File: src/rtl/srot_pkg.sv
`timescale 1ns / 1ps
// ============================================================================
// srot_pkg: shared types and constants for the segment/rectangle occlusion test
// Holds the request and result payloads, the controller states and the
// command and status groups that join the controller to the datapath.
// ============================================================================
package srot_pkg;

    localparam int COORD_WIDTH = 16;
    localparam int FRAC_BITS   = 4;

    // Slab numerators reach left + width - start, which needs two bits more
    // than one coordinate. Products of two such values are twice as wide.
    localparam int NUM_WIDTH  = COORD_WIDTH + 2;
    localparam int PROD_WIDTH = 2 * NUM_WIDTH;

    // A delta below this many LSBs in magnitude counts as zero.
    localparam logic signed [NUM_WIDTH-1:0] ZERO_DELTA =
        NUM_WIDTH'(((1 << FRAC_BITS) / 10000) + 1);

    typedef struct packed {
        logic signed [COORD_WIDTH-1:0] start_x;
        logic signed [COORD_WIDTH-1:0] start_y;
        logic signed [COORD_WIDTH-1:0] end_x;
        logic signed [COORD_WIDTH-1:0] end_y;
        logic signed [COORD_WIDTH-1:0] rect_left;
        logic signed [COORD_WIDTH-1:0] rect_top;
        logic        [COORD_WIDTH-1:0] rect_width;
        logic        [COORD_WIDTH-1:0] rect_height;
        logic                          last_rect;
    } t_in;

    typedef struct packed {
        logic crosses;
        logic skipped;
        logic blocked;
        logic last_result;
    } t_out;

    typedef enum logic [2:0] {
        ST_IDLE,
        ST_PREP,
        ST_AXIS,
        ST_UPD,
        ST_MUL3,
        ST_CHK,
        ST_FIN
    } t_state;

    typedef struct packed {
        logic load;       // capture the request
        logic init;       // reset the clip window and select the x axis
        logic mul12;      // form the entry and exit products for this axis
        logic upd;        // tighten entry and exit from those products
        logic mul3;       // form the entry-versus-exit products
        logic next_axis;  // move on to the y axis
        logic set_cross;  // the segment passes through the rectangle
        logic emit;       // load the result register
    } t_dp_cmd;

    typedef struct packed {
        logic skip;       // rectangle contains an endpoint
        logic zero;       // delta on the current axis is zero
        logic bounds_ok;  // start lies within the closed slab of this axis
        logic gt3;        // entry lies beyond exit
        logic axis_y;     // the y axis is selected
        logic out_free;   // the result register can take a new result
    } t_dp_sts;

endpackage

File: src/rtl/srot_dp.sv
`timescale 1ns / 1ps
// ============================================================================
// srot_dp: occlusion datapath
// Request register, containment logic, slab arithmetic with one bank of
// four multipliers, the clip window, the blocked accumulator and the result
// register.
// ============================================================================
module srot_dp (
    input  logic              i_clk,
    input  logic              i_rst_n,
    input  srot_pkg::t_in     i_in_data,
    input  srot_pkg::t_dp_cmd i_cmd,
    output srot_pkg::t_dp_sts o_sts,
    output logic              o_out_valid,
    input  logic              i_out_ready,
    output srot_pkg::t_out    o_out_data
);
    import srot_pkg::*;

    t_in  r_item;
    logic r_axis_y;
    logic r_cross;
    logic r_skip;
    logic r_blocked_acc;
    logic r_out_valid;
    t_out r_out;

    logic signed [NUM_WIDTH-1:0]  r_en, r_ed, r_xn, r_xd;
    logic signed [PROD_WIDTH-1:0] r_pa, r_pb, r_pc, r_pd;

    // Extended corner coordinates; the far edges are formed without wrap.
    logic signed [NUM_WIDTH-1:0] sx, sy, ex, ey, left, top, right, bottom;
    logic signed [NUM_WIDTH-1:0] s, e, lo, hi, d, nlo, nhi, den;
    // Operands of the first two multipliers, shared by both product steps.
    logic signed [NUM_WIDTH-1:0] ma_a, ma_b, mb_a, mb_b;
    logic                        skip_c, blk;

    always_comb begin
        sx     = NUM_WIDTH'(r_item.start_x);
        sy     = NUM_WIDTH'(r_item.start_y);
        ex     = NUM_WIDTH'(r_item.end_x);
        ey     = NUM_WIDTH'(r_item.end_y);
        left   = NUM_WIDTH'(r_item.rect_left);
        top    = NUM_WIDTH'(r_item.rect_top);
        right  = left + $signed(NUM_WIDTH'(r_item.rect_width));
        bottom = top + $signed(NUM_WIDTH'(r_item.rect_height));

        skip_c = (sx >= left && sx < right && sy >= top && sy < bottom) ||
                 (ex >= left && ex < right && ey >= top && ey < bottom);

        s  = r_axis_y ? sy : sx;
        e  = r_axis_y ? ey : ex;
        lo = r_axis_y ? top : left;
        hi = r_axis_y ? bottom : right;
        d  = e - s;

        // Orient the slab so that the denominator is positive.
        if (d > 0) begin
            nlo = lo - s;
            nhi = hi - s;
            den = d;
        end else begin
            nlo = s - hi;
            nhi = s - lo;
            den = -d;
        end

        // The entry-versus-exit step reuses the entry multipliers.
        ma_a = i_cmd.mul3 ? r_en : nlo;
        ma_b = i_cmd.mul3 ? r_xd : r_ed;
        mb_a = i_cmd.mul3 ? r_xn : r_en;
        mb_b = i_cmd.mul3 ? r_ed : den;
    end

    assign o_sts.skip      = skip_c;
    assign o_sts.zero      = (d < ZERO_DELTA) && (d > -ZERO_DELTA);
    assign o_sts.bounds_ok = !(s < lo || s > hi);
    assign o_sts.gt3       = r_pa > r_pb;
    assign o_sts.axis_y    = r_axis_y;
    assign o_sts.out_free  = !r_out_valid || i_out_ready;

    always_ff @(posedge i_clk) begin
        if (i_cmd.load) begin
            r_item <= i_in_data;
        end
        if (i_cmd.init) begin
            r_en     <= '0;
            r_ed     <= NUM_WIDTH'(1);
            r_xn     <= NUM_WIDTH'(1);
            r_xd     <= NUM_WIDTH'(1);
            r_axis_y <= 1'b0;
            r_cross  <= 1'b0;
            r_skip   <= skip_c;
        end
        if (i_cmd.next_axis) begin
            r_axis_y <= 1'b1;
        end
        if (i_cmd.set_cross) begin
            r_cross <= 1'b1;
        end
        if (i_cmd.mul12 || i_cmd.mul3) begin
            r_pa <= PROD_WIDTH'(ma_a) * PROD_WIDTH'(ma_b);
            r_pb <= PROD_WIDTH'(mb_a) * PROD_WIDTH'(mb_b);
        end
        if (i_cmd.mul12) begin
            r_pc <= PROD_WIDTH'(r_xn) * PROD_WIDTH'(den);
            r_pd <= PROD_WIDTH'(nhi) * PROD_WIDTH'(r_xd);
        end
        if (i_cmd.upd) begin
            if (r_pa > r_pb) begin
                r_en <= nlo;
                r_ed <= den;
            end
            if (r_pc > r_pd) begin
                r_xn <= nhi;
                r_xd <= den;
            end
        end
        if (i_cmd.emit) begin
            r_out.crosses     <= r_cross;
            r_out.skipped     <= r_skip;
            r_out.blocked     <= blk;
            r_out.last_result <= r_item.last_rect;
        end
    end

    assign blk = r_blocked_acc | r_cross;

    always_ff @(posedge i_clk) begin
        if (!i_rst_n) begin
            r_blocked_acc <= 1'b0;
            r_out_valid   <= 1'b0;
        end else begin
            if (i_cmd.emit) begin
                r_blocked_acc <= r_item.last_rect ? 1'b0 : blk;
                r_out_valid   <= 1'b1;
            end else if (i_out_ready) begin
                r_out_valid <= 1'b0;
            end
        end
    end

    assign o_out_valid = r_out_valid;
    assign o_out_data  = r_out;

endmodule

File: config.mk
export PLATFORM = sky130hd
export DESIGN_NAME = srot_dp
export DESIGN_NICKNAME = d
export VERILOG_FILES = /design/src/rtl/srot_pkg.sv /design/src/rtl/srot_dp.sv
export SDC_FILE = /design/constraint.sdc
export NUM_CORES = 2
export LEC_CHECK = 0
export BUFFER_PORTS_ARGS = -buffer_cell sky130_fd_sc_hd__buf_2
export CORE_MARGIN = 2
export CORE_UTILIZATION = 55
export DETAILED_ROUTE_END_ITERATION = 10
export HOLD_SLACK_MARGIN = 0.12
export MAX_ROUTING_LAYER = met4
export PLACE_DENSITY = 0.79
export SYNTH_ARGS = -nofsm -noshare
export SYNTH_HDL_FRONTEND = slang
export SYNTH_SLANG_ARGS = --single-unit
File: constraint.sdc
create_clock -name i_clk -period 14.7 [get_ports i_clk]
set_input_delay 0.735 -clock i_clk [delete_from_list [all_inputs] [get_ports i_clk]]
set_output_delay 0.735 -clock i_clk [all_outputs]
set_load 0.02 [all_outputs]
# Yosys cells after proc, flatten, opt, wreduce, memory -nomap -nowiden
# Index checks and enable logic that the tools add are counted.
# word_totals
reg_bits	354
in_bits	140
out_inout_bits	11
word_cells	94
# op_classes
n_addsub	8
mul	4
order_cmp	15
n_mux	26
bitwise_logic	1
n_reduce_logical	14
# op_table
cell	count
18-bit two-way mux	23
18-bit by 18-bit multiplier with 36-bit output	4
18-bit subtractor	5
36-bit > comparator	2
16-bit by 18-bit < comparator with 1-bit output	4
16-bit >= comparator	4
16-bit by 17-bit adder with 18-bit output	2
18-bit by 1-bit > comparator with 1-bit output (second input constant)	2
18-bit > comparator	1
18-bit < comparator	1
18-bit by 2-bit < comparator with 1-bit output (second input constant)	1
18-bit negation	1
1-bit logical AND	7
1-bit logical OR	4
1-bit two-way mux	3
1-bit logical NOT	2
2-bit nonzero test	1
1-bit bitwise OR	1

# Depth between registers and ports, before layout
# depth
depth_word	6
depth_mapped	49
mapped_depth_nobuf	47

# Worst setup path before layout
# Ideal clock, no wire load.
# synth_path
path_type	flip-flop to flip-flop
start	register r_axis_y
end	register r_pd[35] (data pin)
setup_ns	0.260
t_arrival_ns	10.478
required_ns	14.440
path_slack_ns	3.962
stages_incl_launch_ff	37
n_path_buf	4
period_less_slack_ns	10.738
cell_sequence	dfxtp_1 > clkbuf_1 > clkbuf_1 > mux2i_1 > ha_1 > nand2b_1 > a21oi_1 > or3_4 > a2111oi_4 > nand4_2 > nor4b_2 > nand4_1 > nand2_1 > buf_2 > mux2i_1 > clkbuf_1 > nand2_1 > fa_1 > inv_1 > fa_1 > inv_1 > fa_1 > inv_1 > fa_1 > inv_1 > fa_1 > inv_1 > fa_1 > ha_1 > a21oi_1 > or3b_2 > o211ai_1 > a21oi_1 > a2111oi_0 > o31ai_1 > a21oi_1 > xnor2_1
# synth_between
elab_chain_cells	5
elab_cells_between_ends	10
classes_between	add/sub: 3; mul: 1; order compare: 1; mux: 5
# synth_lines
item	line_no	rtl
from (decl)	srot_dp.sv:21	logic r_axis_y;
from (signal assigned)	srot_dp.sv:91	r_axis_y <= 1'b0;
from (signal assigned)	srot_dp.sv:96	r_axis_y <= 1'b1;
18-bit two-way mux (on tied branches)	srot_dp.sv:52, srot_dp.sv:51	
18-bit subtractor	srot_dp.sv:55	d = e - s;
18-bit by 1-bit > comparator with 1-bit output	srot_dp.sv:58	if (d > 0) begin
18-bit two-way mux (*)	srot_dp.sv:58	
18-bit by 18-bit multiplier with 36-bit output (*)	srot_dp.sv:107	r_pd <= PROD_WIDTH'(nhi) * PROD_WIDTH'(r_xd);
to (signal assigned)	srot_dp.sv:107	
to (decl)	srot_dp.sv:29	logic signed [PROD_WIDTH-1:0] r_pa, r_pb, r_pc, r_pd;
# Every way passes the cells marked *; elsewhere a longest branch is shown, timed or not.
# A chain may end at the register's enable or synchronous reset.

# Final worst setup path
# layout_path
start	register r_axis_y
end	register r_pb[34] (data pin)
# layout_between
elab_chain_cells	6
elab_cells_between_ends	8
classes_between	add/sub: 2; mul: 1; order compare: 1; mux: 4
# layout_lines
item	line_no	rtl
18-bit two-way mux (on tied branches)	srot_dp.sv:52, srot_dp.sv:51	
18-bit subtractor (*)	srot_dp.sv:55	
18-bit negation / 18-bit by 1-bit > comparator with 1-bit output (equally long branches)	srot_dp.sv:65, srot_dp.sv:58	
18-bit two-way mux (*)	srot_dp.sv:58	
18-bit two-way mux (*)	srot_dp.sv:72	mb_b = i_cmd.mul3 ? r_ed : den;
18-bit by 18-bit multiplier with 36-bit output (*)	srot_dp.sv:103	r_pb <= PROD_WIDTH'(mb_a) * PROD_WIDTH'(mb_b);
to (signal assigned)	srot_dp.sv:103	
to (decl)	srot_dp.sv:29	
# Marks and branches as above.

==> run_results.csv <==
group,metric,value,unit
synth,synth_edf_count,278,
drt,detail-route-antenna-nets,0,
outcome,violations,"max-capacitance violations",
setup_path,max_stage_delay,0.90,ns
sta,fin_worst_skew,0.03171,ns
global_routing,grt_antenna_before_repair,4,
placed_design,dp_hpwl,165100,um
die,pin_count,151,
clock_tree,clock-sinks,354,
setup_path,worstSetupStartpointType,"register",
synth,ys_ff_latch,354,
global_routing,grt_usage,31.99,%
setup_path,end_kind,"register",
synth,synth_async_sr_flop_share,0,%
layout,nNetsFinal,9892,
setup_path,cp.depth,37,
synth,synth_nets,9880,
setup_path,r2r-end,"r_pb[34]",
die,placementRows,133,
die,die_y,367.0,um
setup_path,critPathCapture,"r_pb[34]",
clock_tree,cts_tree,"done",
clock_tree,numCtsBuffers,42,
outcome,outcome,"finished, violations left",
drt,wirelength,205500,um
synth,yosysTopAreaCell,"fa_1",
setup_path,worstReg2RegStart,"r_axis_y",
setup_path,crit_path_frequent_cell,"fa_1",
global_routing,grt_pass1_vias,59390,
drt,drc,0,
synth,yosys-top-cells-area,"fa_1 36%, ha_1 12%, edfxtp_1 12%",
hold_path,min_path_type,"input pin to register",
sta,min_period,13.10,ns
placed_design,gp_congestion,0.9973,
clock_tree,htree_levels,2,
drt,drt_iter0_drc,4721,
layout,syn2layout_area_growth,5.686,%
setup_path,critical_path_class,"register to register",
sta,hold_viol,0,
setup_path,reg2reg_slack,1.60,ns
drt,viasPerCell,5.800,
clock_tree,clock_latency,0.64,ns
sta,finalCritPeriodShare,89.09,%
sta,relSlewSlack,0.9131,%
synth,avgSynthCellArea,9.377,um2
drt,wl_per_cell,21.56,um
setup_path,slowest_stage,"mux2i_1",
sta,tns,0,ns
drt,vias,55290,
clock_tree,cts_resized,0,
sta,fmax,76.36,MHz
global_routing,grt_max_degree,87,
synth,synth_top_area_share,36.35,%
setup_path,worstSetupStartpoint,"r_axis_y",
global_routing,grt_pass1_wl,324800,um
synth,yosys_warnings,0,
setup_path,cp.required,15.06,ns
setup_path,reg2reg_depth,37,
clock_tree,clk_pin_slew,0.07,ns
setup_path,worst-path-buf-inv,7,
setup_path,cp.arrival,13.46,ns
synth,ys.flop_type,"edfxtp_1",
clock_tree,cts_root_buf,"clkbuf_16",
setup_path,critPathMaxFanout,26,
layout,post-route-util,58.41,%
clock_tree,cts_buffer_depth,3,
synth,seq_area_frac_synth,13.62,%
placed_design,port_buffers,150,
flow_run,drv_cap,1,
global_routing,grt-ovfl-total,0,
sta,setup_viol,0,
sta,grt_setup_unrepaired,"false",
sta,tightest_slew,1.481,ns
layout,drive_above_1_share,6.459,%
clock_tree,cts_hold_buf,0,
clock_tree,cts_setup_buffers,0,
die,die_area,134700,um2
synth,yosys.cell_types.count,87,
die,core,131100,um2
drt,first_pass_iters,8,
setup_path,cp_top_family,"adder cells",
synth,synth_area,72470,um2
die,initial_utilization,55.26,%
die,die_x,367.0,um
sta,final_max_slew_viol_count,0,
synth,synthCells,7728,
[layout make-up]
cell class | count | area [um2]
Antenna cell | 6 | 15.01
Clock buffer | 51 | 1106
Clock inverter | 25 | 226.5
Fill cell | 11160 | 54540
Inverter | 1665 | 6250
Multi-Input combinational cell | 5419 | 55350
Sequential cell | 354 | 9873
Tap cell | 1755 | 2196
Timing Repair Buffer | 258 | 1573
[worst min-delay path by stage]
stage	endpoint	startpoint	slack, ns	cells past startpoint
after floorplan	o_out_data[2]	r_skip	0.40	0
after global placement	o_out_data[2]	r_skip	0.40	0
after detailed placement	o_out_data[2]	r_skip	0.43	0
after CTS	r_item[117]	i_in_data[117]	0.25	1
after global routing	ex[2]	i_in_data[83]	0.27	1
final	r_item[98]	i_in_data[98]	0.28	1
[placed cells by master, fill, tap and decap left out, drive strengths merged, types with 52 or more instances in the layout]
cell type / Yosys / routed
xnor2: 194 / 194
nor2: 380 / 380
and2: 301 / 301
nand2b: 76 / 76
mux2: 106 / 106
nor3: 67 / 67
o21a: 53 / 53
nor2b: 110 / 110
mux2i: 83 / 83
edfxtp: 278 / 278
o21ai: 185 / 185
buf: 33 / 258
dfxtp: 76 / 76
a21o: 142 / 142
inv: 1665 / 1669
nand3: 98 / 98
nand4: 52 / 52
a31oi: 55 / 55
nand2: 777 / 777
xor2: 71 / 71
a21oi: 238 / 238
ha: 696 / 696
fa: 1316 / 1316
[cell usage after synthesis (110+ instances only)]
cell	n
a21o_1	142
a21oi_1	238
and2_1	301
clkbuf_1	257
edfxtp_1	278
fa_1	1316
ha_1	696
inv_1	1663
nand2_1	777
nor2_1	379
nor2b_1	110
o21ai_0	178
xnor2_1	194
[state kept, by name, indices dropped and copies added (netlist names)]
name and flops:
r_cross 1, r_ed 18, ex 16, r_xn 18, o_out_valid 1, o_out_data 4
left 16, ey 16, r_pb 36, r_axis_y 1, r_en 18, r_pa 36
r_pd 36, r_item 81, r_xd 18, r_pc 36, r_blocked_acc 1, r_skip 1
[per-stage QoR]
step	hold WS, ns	instance area, um2	cells	setup WS (ns)
finish	0.2803	76590	9533	1.603
CTS	0.2508	76560	9527	1.924
global route	0.2712	76580	9530	0.9410
detailed placement	0.4256	75230	9451	2.003
floorplan	0.4003	72470	7728	3.962
global placement	0.4038	75230	9451	2.295
[metal layers]
metal | global-route usage (%) | vias to the layer above | part of all wire, %
met2 | 51.00 | 2620 | 47
li1 | - | 24280 | -
met1 | 38.71 | 27700 | 38
met5 | - | - | 0
met4 | 16.82 | 0 | 6.2
met3 | 6.042 | 690 | 8.9
[cells by family (layout without fill, tap and decap cells)]
| family | after synthesis | after routing | synth area share, % |
|---|---|---|---|
| compound gates | 966 | 966 | 8.826 |
| xor+xnor | 265 | 265 | 3.203 |
| fa+ha+maj | 2012 | 2012 | 48.37 |
| buf+inv | 1955 | 1999 | 10.17 |
| flops | 354 | 354 | 13.62 |
| mux | 189 | 189 | 2.794 |
| other cells | 0 | 6 | 0 |
| simple gates | 1987 | 1987 | 13.01 |
Power is not shown: default switching activity piles up to over one toggle a cycle in this logic, so the estimate is an artifact.
